File: config.mk
export PLATFORM = sky130hd
export DESIGN_NAME = barometric_sensor_compensation
export DESIGN_NICKNAME = d
export VERILOG_FILES = /design/src/design/bsc_pkg.sv /design/src/design/bsc_ctrl.sv /design/src/design/bsc_dp.sv /design/src/design/barometric_sensor_compensation.sv
export SDC_FILE = /design/constraint.sdc
export NUM_CORES = 2
export LEC_CHECK = 0
export BUFFER_PORTS_ARGS = -buffer_cell sky130_fd_sc_hd__buf_4
export CELL_PAD_IN_SITES_DETAIL_PLACEMENT = 1
export CELL_PAD_IN_SITES_GLOBAL_PLACEMENT = 1
export CORE_MARGIN = 10
export CORE_UTILIZATION = 44
export CTS_CLUSTER_SIZE = 20
export DETAILED_ROUTE_END_ITERATION = 8
export PLACE_DENSITY_LB_ADDON = 0.08
export RECOVER_POWER = 25
export SLEW_MARGIN = 20
export SYNTH_ARGS = -nofsm -noshare
export SYNTH_HDL_FRONTEND = slang
export SYNTH_SLANG_ARGS = --single-unit
File: constraint.sdc
create_clock -name i_clk -period 11.7 [get_ports i_clk]
set_input_delay 1.17 -clock i_clk [delete_from_list [all_inputs] [get_ports i_clk]]
set_output_delay 1.17 -clock i_clk [all_outputs]
set_load 0.01 [all_outputs]
File: src/design/bsc_pkg.sv
// Package for the barometric sensor compensation block.
// Holds the sequencer step type, the command and status structs and the constants.
// No dependencies.
`default_nettype none
package bsc_pkg;

    localparam int NUM_CAL = 5;

    localparam logic [2:0] CAL_PT = 3'd0;
    localparam logic [2:0] CAL_SC = 3'd1;
    localparam logic [2:0] CAL_TG = 3'd2;
    localparam logic [2:0] CAL_QB = 3'd3;
    localparam logic [2:0] CAL_TN = 3'd4;

    localparam logic [31:0] CAL_RESET [NUM_CAL] = '{
        32'd26804152, 32'd3352395749, 32'd2146785905, 32'd405667844, 32'd3724086068
    };

    localparam logic [31:0] TERM_OFS = 32'd4000;
    localparam logic [31:0] B4_BIAS  = 32'd32768;
    localparam logic [31:0] P_SCALE  = 32'd50000;
    localparam logic [31:0] C_SQ     = 32'd3038;
    localparam logic [31:0] C_LIN    = 32'hFFFF_E343;
    localparam logic [31:0] C_OFS    = 32'd3791;
    // Reciprocal of 100 scaled by 2**38, rounded up; exact for magnitudes up to 2**31.
    localparam logic [31:0] HPA_RCP  = 32'd2748779070;

    typedef logic [31:0] t_cal [NUM_CAL];

    typedef enum logic [5:0] {
        ST_IDLE,
        T_MUL1, T_X1, T_DEN, T_DIV, T_B5,
        P_B6, P_M1, P_SQ, P_M2, P_X1, P_M3, P_X3, P_B3, P_M4, P_X1B, P_M5, P_X3B,
        P_M6, P_B4, P_M7, P_B7, P_DIV, P_P, P_M8, P_M9, P_X1C, P_M10, P_PF,
        P_HLD, P_HPA,
        ST_FIN
    } t_state;

    typedef struct packed {
        t_state step;
        logic   capture;
        logic   load_out;
    } t_cmd;

    typedef struct packed {
        logic div_done;
        logic den_zero;
        logic b4_zero;
    } t_sts;

    function automatic logic [31:0] asr32(logic [31:0] v, logic [4:0] s);
        return 32'($signed(v) >>> s);
    endfunction

    function automatic logic [31:0] abs32(logic [31:0] v);
        return v[31] ? 32'(-v) : v;
    endfunction

    function automatic logic [31:0] sx16(logic [15:0] v);
        return {{16{v[15]}}, v};
    endfunction

endpackage
`default_nettype wire

File: src/design/bsc_ctrl.sv
// Sequencer of the compensation block: walks the arithmetic steps of one request.
// Depends on bsc_pkg; drives the datapath bsc_dp through a command struct.
`default_nettype none
module bsc_ctrl (
    input  wire logic          i_clk,
    input  wire logic          i_rst_n,
    input  wire logic          i_in_valid,
    input  wire logic          i_in_mode,
    input  wire logic          i_out_ready,
    input  wire bsc_pkg::t_sts i_sts,
    output bsc_pkg::t_cmd      o_cmd,
    output logic               o_in_ready,
    output logic               o_out_valid
);
    import bsc_pkg::*;

    t_state r_state, n_state;
    logic   r_out_valid, n_out_valid;

    always_ff @(posedge i_clk) begin
        if (!i_rst_n) begin
            r_state     <= ST_IDLE;
            r_out_valid <= 1'b0;
        end else begin
            r_state     <= n_state;
            r_out_valid <= n_out_valid;
        end
    end

    always_comb begin
        n_state          = r_state;
        o_cmd.step       = r_state;
        o_cmd.capture    = 1'b0;
        o_cmd.load_out   = 1'b0;
        o_in_ready       = 1'b0;
        unique case (r_state)
            ST_IDLE: begin
                o_in_ready = 1'b1;
                if (i_in_valid) begin
                    o_cmd.capture = 1'b1;
                    n_state = i_in_mode ? P_B6 : T_MUL1;
                end
            end
            T_MUL1: n_state = T_X1;
            T_X1:   n_state = T_DEN;
            T_DEN:  n_state = i_sts.den_zero ? ST_FIN : T_DIV;
            T_DIV:  if (i_sts.div_done) n_state = T_B5;
            T_B5:   n_state = ST_FIN;
            P_B6:   n_state = P_M1;
            P_M1:   n_state = P_SQ;
            P_SQ:   n_state = P_M2;
            P_M2:   n_state = P_X1;
            P_X1:   n_state = P_M3;
            P_M3:   n_state = P_X3;
            P_X3:   n_state = P_B3;
            P_B3:   n_state = P_M4;
            P_M4:   n_state = P_X1B;
            P_X1B:  n_state = P_M5;
            P_M5:   n_state = P_X3B;
            P_X3B:  n_state = P_M6;
            P_M6:   n_state = P_B4;
            P_B4:   n_state = P_M7;
            P_M7:   n_state = P_B7;
            P_B7:   n_state = i_sts.b4_zero ? ST_FIN : P_DIV;
            P_DIV:  if (i_sts.div_done) n_state = P_P;
            P_P:    n_state = P_M8;
            P_M8:   n_state = P_M9;
            P_M9:   n_state = P_X1C;
            P_X1C:  n_state = P_M10;
            P_M10:  n_state = P_PF;
            P_PF:   n_state = P_HLD;
            P_HLD:  n_state = P_HPA;
            P_HPA:  n_state = ST_FIN;
            ST_FIN: begin
                if (!r_out_valid || i_out_ready) begin
                    o_cmd.load_out = 1'b1;
                    n_state = ST_IDLE;
                end
            end
            default: n_state = ST_IDLE;
        endcase
        n_out_valid = o_cmd.load_out ? 1'b1 : (i_out_ready ? 1'b0 : r_out_valid);
    end

    assign o_out_valid = r_out_valid;

endmodule
`default_nettype wire

File: src/design/bsc_dp.sv
// Datapath of the compensation block: one 32x32 multiplier, a bit-serial divider,
// the working registers and the result register. Depends on bsc_pkg.
`default_nettype none
module bsc_dp (
    input  wire logic            i_clk,
    input  wire logic            i_rst_n,
    input  wire bsc_pkg::t_cmd   i_cmd,
    input  wire bsc_pkg::t_cal   i_cal,
    input  wire logic            i_mode,
    input  wire logic [23:0]     i_raw,
    output bsc_pkg::t_sts        o_sts,
    output logic                 o_kind,
    output logic [31:0]          o_temp,
    output logic [31:0]          o_pa,
    output logic [25:0]          o_hpa,
    output logic                 o_err
);
    import bsc_pkg::*;

    logic [31:0] ac1, ac2, ac3, ac4, ac5, ac6, b1, b2, mc, md;
    logic        r_mode, r_err, r_shl, r_neg;
    logic [23:0] r_raw;
    logic [31:0] r_mul, r_x1, r_b6, r_sq, r_b3, r_b4, r_p, r_term, r_temp;
    logic [25:0] r_hpa, r_hq;
    logic [31:0] r_dq, r_dvs;
    logic [32:0] r_rem;
    logic [4:0]  r_cnt;
    logic [31:0] op_a, op_b, den, num, q_s, b5, pu;
    logic [63:0] prod;
    logic        mul_en, div_ld, div_run, ld_neg;
    logic [31:0] ld_a, ld_b;
    logic [32:0] rem_sh, rem_sub;

    assign ac1 = sx16(i_cal[CAL_PT][31:16]);
    assign ac2 = sx16(i_cal[CAL_PT][15:0]);
    assign ac3 = sx16(i_cal[CAL_SC][31:16]);
    assign ac4 = {16'd0, i_cal[CAL_SC][15:0]};
    assign ac5 = {16'd0, i_cal[CAL_TG][31:16]};
    assign ac6 = {16'd0, i_cal[CAL_TG][15:0]};
    assign b1  = sx16(i_cal[CAL_QB][31:16]);
    assign b2  = sx16(i_cal[CAL_QB][15:0]);
    assign mc  = sx16(i_cal[CAL_TN][31:16]);
    assign md  = sx16(i_cal[CAL_TN][15:0]);

    assign den = r_x1 + md;
    assign num = {mc[20:0], 11'd0};
    assign pu  = {8'd0, r_raw[23:8]};
    assign q_s = r_neg ? 32'(-r_dq) : r_dq;
    assign b5  = r_x1 + q_s;
    assign prod = op_a * op_b;

    assign div_run = (i_cmd.step == T_DIV) || (i_cmd.step == P_DIV);
    assign rem_sh  = {r_rem[31:0], r_dq[31]};
    assign rem_sub = rem_sh - {1'b0, r_dvs};

    always_comb begin
        mul_en = 1'b1;
        op_a   = '0;
        op_b   = '0;
        unique case (i_cmd.step)
            T_MUL1: begin op_a = {16'd0, r_raw[15:0]} - ac6; op_b = ac5; end
            P_M1:   begin op_a = r_b6; op_b = r_b6; end
            P_M2:   begin op_a = b2; op_b = r_sq; end
            P_M3:   begin op_a = ac2; op_b = r_b6; end
            P_M4:   begin op_a = ac3; op_b = r_b6; end
            P_M5:   begin op_a = b1; op_b = r_sq; end
            P_M6:   begin op_a = ac4; op_b = r_x1 + B4_BIAS; end
            P_M7:   begin op_a = pu - r_b3; op_b = P_SCALE; end
            P_M8:   begin op_a = asr32(r_p, 5'd8); op_b = asr32(r_p, 5'd8); end
            P_M9:   begin op_a = r_mul; op_b = C_SQ; end
            P_M10:  begin op_a = C_LIN; op_b = r_p; end
            P_HLD:  begin op_a = abs32(r_p); op_b = HPA_RCP; end
            default: mul_en = 1'b0;
        endcase
    end

    always_comb begin
        div_ld = 1'b1;
        ld_a   = '0;
        ld_b   = '0;
        ld_neg = 1'b0;
        unique case (i_cmd.step)
            T_DEN: begin ld_a = abs32(num); ld_b = abs32(den); ld_neg = num[31] ^ den[31]; end
            P_B7:  begin ld_a = r_mul[31] ? r_mul : {r_mul[30:0], 1'b0}; ld_b = r_b4; end
            default: div_ld = 1'b0;
        endcase
    end

    assign o_sts.div_done = div_run && (r_cnt == 5'd31);
    assign o_sts.den_zero = (den == 32'd0);
    assign o_sts.b4_zero  = (r_b4 == 32'd0);

    always_ff @(posedge i_clk) begin
        if (!i_rst_n) begin
            r_term <= '0;
        end else if (i_cmd.step == T_B5) begin
            r_term <= b5;
        end
    end

    always_ff @(posedge i_clk) begin
        if (mul_en) r_mul <= prod[31:0];
        if (div_ld) begin
            r_dq  <= ld_a;
            r_dvs <= ld_b;
            r_neg <= ld_neg;
            r_rem <= '0;
            r_cnt <= '0;
        end else if (div_run) begin
            r_cnt <= r_cnt + 5'd1;
            if (!rem_sub[32]) begin
                r_rem <= rem_sub;
                r_dq  <= {r_dq[30:0], 1'b1};
            end else begin
                r_rem <= rem_sh;
                r_dq  <= {r_dq[30:0], 1'b0};
            end
        end
        if (i_cmd.capture) begin
            r_mode <= i_mode;
            r_raw  <= i_raw;
            r_err  <= 1'b0;
        end
        unique case (i_cmd.step)
            T_X1:  r_x1 <= asr32(r_mul, 5'd15);
            T_DEN: r_err <= (den == 32'd0);
            T_B5:  r_temp <= asr32(b5 + 32'd8, 5'd4);
            P_B6:  r_b6 <= r_term - TERM_OFS;
            P_SQ:  r_sq <= asr32(r_mul, 5'd12);
            P_X1:  r_x1 <= asr32(r_mul, 5'd11);
            P_X3:  r_x1 <= r_x1 + asr32(r_mul, 5'd11);
            P_B3:  r_b3 <= asr32({ac1[29:0], 2'd0} + r_x1 + 32'd2, 5'd2);
            P_X1B: r_x1 <= asr32(r_mul, 5'd13);
            P_X3B: r_x1 <= asr32(r_x1 + asr32(r_mul, 5'd16) + 32'd2, 5'd2);
            P_B4:  r_b4 <= {15'd0, r_mul[31:15]};
            P_B7:  begin r_err <= (r_b4 == 32'd0); r_shl <= r_mul[31]; end
            P_P:   r_p <= r_shl ? {r_dq[30:0], 1'b0} : r_dq;
            P_X1C: r_x1 <= asr32(r_mul, 5'd16);
            P_PF:  r_p <= r_p + asr32(r_x1 + asr32(r_mul, 5'd16) + C_OFS, 5'd4);
            P_HLD: r_hq <= prod[63:38];
            P_HPA: r_hpa <= r_p[31] ? 26'(-r_hq) : r_hq;
            default: ;
        endcase
        if (i_cmd.load_out) begin
            o_kind <= r_mode;
            o_err  <= r_err;
            o_temp <= (!r_mode && !r_err) ? r_temp : 32'd0;
            o_pa   <= (r_mode && !r_err) ? r_p : 32'd0;
            o_hpa  <= (r_mode && !r_err) ? r_hpa : 26'd0;
        end
    end

endmodule
`default_nettype wire

File: src/design/barometric_sensor_compensation.sv
// Barometric sensor compensation: five calibration registers on the APB-style port,
// input and result streams, sequencer bsc_ctrl and datapath bsc_dp. Depends on bsc_pkg.
//
// A request on the slave stream carries one raw reading in tdata and its mode in
// tuser (0 temperature, 1 pressure). Each request yields one result on the master
// stream: tuser holds the kind and the divide error flag, tdata the temperature in
// tenths of a degree, the pressure in pascal and in whole hectopascal.
// A temperature request stores its intermediate term for later pressure requests.
// Requests are handled one at a time; a new one is accepted only after the last is done.
// A zero divisor ends a temperature or pressure request early, before its divide step.
// Each request makes at most one divider pass and uses the shared multiplier that
// takes one product per cycle; the hectopascal value comes from a reciprocal product.
// The next request is accepted as soon as the previous one has moved into the result
// register, so a stalled receiver holds only the finished result while the next
// request is computed; the sequencer then waits until the result register is free.
// Reset is synchronous and active low: it loads the factory calibration values,
// clears the stored temperature term and empties the result register.
`default_nettype none
module barometric_sensor_compensation (
    input  wire logic        i_clk,
    input  wire logic        i_rst_n,
    input  wire logic        i_s_tvalid,
    output logic             o_s_tready,
    input  wire logic [23:0] i_s_tdata,   // [23:0] raw_reading
    input  wire logic        i_s_tuser,   // [0] mode
    output logic             o_m_tvalid,
    input  wire logic        i_m_tready,
    output logic [95:0]      o_m_tdata,   // [31:0] temperature_tenths, [63:32] pressure_pascal,
                                          // [89:64] pressure_hectopascal, [95:90] zero
    output logic [1:0]       o_m_tuser,   // [0] result_kind, [1] divide_error
    input  wire logic        psel,
    input  wire logic        penable,
    input  wire logic        pwrite,
    input  wire logic [4:0]  paddr,
    input  wire logic [31:0] pwdata,
    output logic [31:0]      prdata,
    output logic             pready
);
    import bsc_pkg::*;

    t_cal        r_cal;
    t_cmd        cmd;
    t_sts        sts;
    logic [2:0]  reg_idx;
    logic        kind, err;
    logic [31:0] temp, pa;
    logic [25:0] hpa;

    assign pready  = 1'b1;
    assign reg_idx = paddr[4:2];

    always_ff @(posedge i_clk) begin
        if (!i_rst_n) begin
            r_cal <= CAL_RESET;
        end else if (psel && penable && pwrite && (reg_idx < 3'(NUM_CAL))) begin
            r_cal[reg_idx] <= pwdata;
        end
    end

    always_comb begin
        prdata = '0;
        if (reg_idx < 3'(NUM_CAL)) prdata = r_cal[reg_idx];
    end

    bsc_ctrl u_ctrl (
        .i_clk       (i_clk),
        .i_rst_n     (i_rst_n),
        .i_in_valid  (i_s_tvalid),
        .i_in_mode   (i_s_tuser),
        .i_out_ready (i_m_tready),
        .i_sts       (sts),
        .o_cmd       (cmd),
        .o_in_ready  (o_s_tready),
        .o_out_valid (o_m_tvalid)
    );

    bsc_dp u_dp (
        .i_clk   (i_clk),
        .i_rst_n (i_rst_n),
        .i_cmd   (cmd),
        .i_cal   (r_cal),
        .i_mode  (i_s_tuser),
        .i_raw   (i_s_tdata),
        .o_sts   (sts),
        .o_kind  (kind),
        .o_temp  (temp),
        .o_pa    (pa),
        .o_hpa   (hpa),
        .o_err   (err)
    );

    assign o_m_tdata = {6'd0, hpa, pa, temp};
    assign o_m_tuser = {err, kind};

`ifndef ASSERT_OFF
    a_temp_fields: assert property (@(posedge i_clk) disable iff (!i_rst_n)
        (o_m_tvalid && !o_m_tuser[0]) |-> (pa == 32'd0 && hpa == 26'd0))
        else $error("temperature result carries pressure values");

    a_err_zero: assert property (@(posedge i_clk) disable iff (!i_rst_n)
        (o_m_tvalid && o_m_tuser[1]) |-> (temp == 32'd0 && pa == 32'd0 && hpa == 26'd0))
        else $error("divide error result carries nonzero values");

    a_hpa_sign: assert property (@(posedge i_clk) disable iff (!i_rst_n)
        (o_m_tvalid && hpa != 26'd0) |-> (hpa[25] == pa[31]))
        else $error("hectopascal sign differs from pascal sign");
`endif

endmodule
`default_nettype wire
==> results_dict.tcl <==
set metrics [dict create \
    ys_warn_count 0 \
    die_h_um 443.8 \
    critPathMostFrequentCell "fa_1" \
    cts_root_buffer "clkbuf_16" \
    synth_cell_types 105 \
    clk_latency_ps 720 \
    grtUsageTotal_pct 33.98 \
    hp-class "flop to flop" \
    drive_gt1_share_pct 8.941 \
    finalNonFillerCells 11590 \
    powerDensity_mw_per_mm2 246.6 \
    synth_async_sr_flop_share_pct 0 \
    cts.sinks 690 \
    port_buffers 192 \
    start_kind "flop" \
    finalSetupViolations 0 \
    finalPower_w 0.02165 \
    cts_max_level 3 \
    required_ps 12140 \
    maxSlewHeadroom_pct -152.7 \
    power.switching_w 0.01160 \
    antenna_left 0 \
    hold_viol 0 \
    grt_pass1_vias 72780 \
    die_area_sq_mm 0.1970 \
    io_pins 202 \
    mostFrequentLayoutCell "nand2_1" \
    synth-seq-cells 690 \
    max_freq_mhz 87.57 \
    p_leak_nw 39.06 \
    drt_pass1_iterations 8 \
    yosysSeqAreaShare_pct 23.24 \
    antenna_found_initial 26 \
    endpoint_kind "flop" \
    ys.flop_type "edfxtp_1" \
    fin_worst_skew_ps 38.47 \
    cpPeakStageDelay_ps 610 \
    tightest_slew_ps 3791 \
    p_clk_share_pct 12.3 \
    grt_pass1_wl_mm 499.4 \
    path_buf_inv 7 \
    nets 10650 \
    drv_slew 423 \
    swShare_pct 53.57 \
    overflow 0 \
    cp.arrival_ps 11860 \
    start_util_pct 44.25 \
    path_max_fanout 15 \
    period_needed_ps 11420 \
    ctsHoldBuffers 0 \
    numPlacedInstances 11430 \
    synthToLayoutAreaGrowth_pct 11.08 \
    globalplace.congestion 0.9851 \
    die_w_um 443.8 \
    cap_violations 15 \
    core_area_sq_mm 0.1786 \
    reg2reg_slack_ps 280 \
    netlist_area_sq_mm 0.07904 \
    post-place-ws_ps 49.58 \
    comb_power_share_pct 69.2 \
    peakVddDrop_mv 0.2226 \
    synth-edff-count 455 \
    avgViaCountPerCell 6.075 \
    min_period_over_period_pct 97.61 \
    wirelength_mm 341.5 \
    drc_errors 0 \
    hold_path_depth 0 \
    crit_type "flop to flop" \
    row_count 155 \
    tritoncts "yes" \
    cts_made_buffers 80 \
    hpwl_mm 273.4 \
    clock_path_buffers 3 \
    grt_max_degree 66 \
    path_clk_slew_ps 70 \
    crit_family "adder cells" \
    power_frac_seq_pct 18.6 \
    mostFrequentLayoutCells "nand2_1 (1,355), inv_1 (1,146), fa_1 (905), nor2_1 (724), ha_1 (512)" \
    vias 70430 \
    status "complete, but fails checks" \
    slowest_stage "nor3_1" \
    reg2regPathDepth 34 \
    rsz0062_at_grt "true" \
    cp.depth 34 \
    first_iter_violations 7146 \
    wire_per_inst_um 29.45 \
    syn_area_per_cell_sq_um 8.809 \
    violations "capacitance limit, slew limit" \
    p_int_w 0.01005 \
    synthCells 8973 \
    setup_ws_ps 280.2 \
]
[cell families (layout without fill, tap and decap cells)]
family	after synthesis	after routing	share of synthesized area, %
simple gates	2954	2954	16.54
compound gates	1651	1651	13.96
buf+inv	1606	1855	7.714
fa+ha+maj	1417	1417	31.03
flops	690	690	23.24
xor+xnor	506	506	5.616
mux	147	147	1.895
other cells	2	19	0.009501
[sequential cells by signal, indices dropped and copies added, names as in the netlist, 5 cells and up]
signal	count
r_cal	160
u_ctrl.r_state	5
u_dp.o_hpa	26
u_dp.o_pa	32
u_dp.o_temp	28
u_dp.r_b3	30
u_dp.r_b4	17
u_dp.r_b6	32
u_dp.r_cnt	5
u_dp.r_dq	32
u_dp.r_dvs	32
u_dp.r_hpa	26
u_dp.r_hq	26
u_dp.r_mul	32
u_dp.r_p	32
u_dp.r_raw	24
u_dp.r_rem	32
u_dp.r_sq	20
u_dp.r_temp	28
u_dp.r_term	32
u_dp.r_x1	32
[worst paths after layout]
path	startpoint	end
hold / removal	u_dp.r_term[4]	u_dp.r_b6[4]
hold reg to reg	u_dp.r_term[4]	u_dp.r_b6[4]
setup reg to reg	u_dp.r_p[7]	u_dp.r_hq[24]
setup / recovery	u_dp.r_p[7]	u_dp.r_hq[24]
[cells in the mapped netlist, types with 40 or more instances]
master / instances / area share (%)
nand2_1: 1359 / 6.5
inv_1: 1148 / 5.5
fa_1: 905 / 23
nor2_1: 735 / 3.5
ha_1: 512 / 8.1
edfxtp_1: 455 / 17
a21oi_1: 448 / 2.8
clkbuf_1: 399 / 1.9
xnor2_1: 336 / 3.7
o21ai_0: 334 / 2.1
dfxtp_1: 235 / 6.0
nand3_1: 206 / 1.3
xor2_1: 169 / 1.9
a21o_1: 158 / 1.5
and2_1: 138 / 1.1
mux2i_1: 126 / 1.6
nor3_1: 108 / 0.68
nand2b_1: 67 / 0.53
a221o_1: 62 / 0.79
a211oi_1: 59 / 0.56
a31oi_1: 55 / 0.44
o31ai_1: 55 / 0.52
a22oi_1: 54 / 0.51
nor2b_1: 50 / 0.40
o21a_1: 50 / 0.47
nand4_1: 48 / 0.38
and3_1: 47 / 0.37
o21bai_1: 40 / 0.38
[layout make-up]
type | count | area (sq um)
Tap cell | 2355 | 2947
Clock inverter | 34 | 321.6
Timing Repair Buffer | 559 | 4262
Inverter | 1151 | 4323
Multi-Input combinational cell | 6682 | 55220
Fill cell | 20810 | 90810
Antenna cell | 12 | 30.03
Clock buffer | 111 | 2326
Sequential cell | 690 | 18370
[layer usage]
layer  GRT usage, %  vias up  wire [um]
li1               -    30340          -
met1          46.21    36540     144400
met2          52.61     2910     150800
met3          7.105      628      28970
met4          13.94       24      17140
met5              0        -        157
[power by group through the flow]
stage               clock [W]  combinational [W]  sequential (W)
floorplan                   0            0.00969         0.00358
global placement            0             0.0142         0.00401
detailed placement          0             0.0146         0.00401
CTS                   0.00267             0.0147         0.00397
global route          0.00277             0.0162         0.00401
finish                0.00266             0.0150         0.00402
[what timing repair did]
action / in CTS / in global routing
setup endpoints to repair: 1 / 23
gates cloned: 0 / 0
resized for setup: 1 / 32
pin swaps: 0 / 6
buffers inserted: 0 / 8
[metrics by stage]
step	util (%)	setup TNS [ps]	instance area (sq um)	hold WS (ps)
3_5_place_dp	47.58	0	84990	418.6
3_3_place_gp	47.57	0	84960	415.4
4_1_cts	49.07	0	87640	433.7
6_report	49.16	0	87800	436.2
2_1_floorplan	-	0	79060	408.1
5_1_grt	49.14	-183.2	87770	453.4
[worst reg2reg max path, delay by kind of cell (launching register included)]
family,cells,cell delay [ps]
buffers and inverters,7,930
xor gates and xnor gates,2,480
adders and majority gates,9,4360
DFF,1,600
and+or+nand+nor,8,2090
AOI/OAI and AO/OA,8,2700
Power figures use the tool's default switching activity.
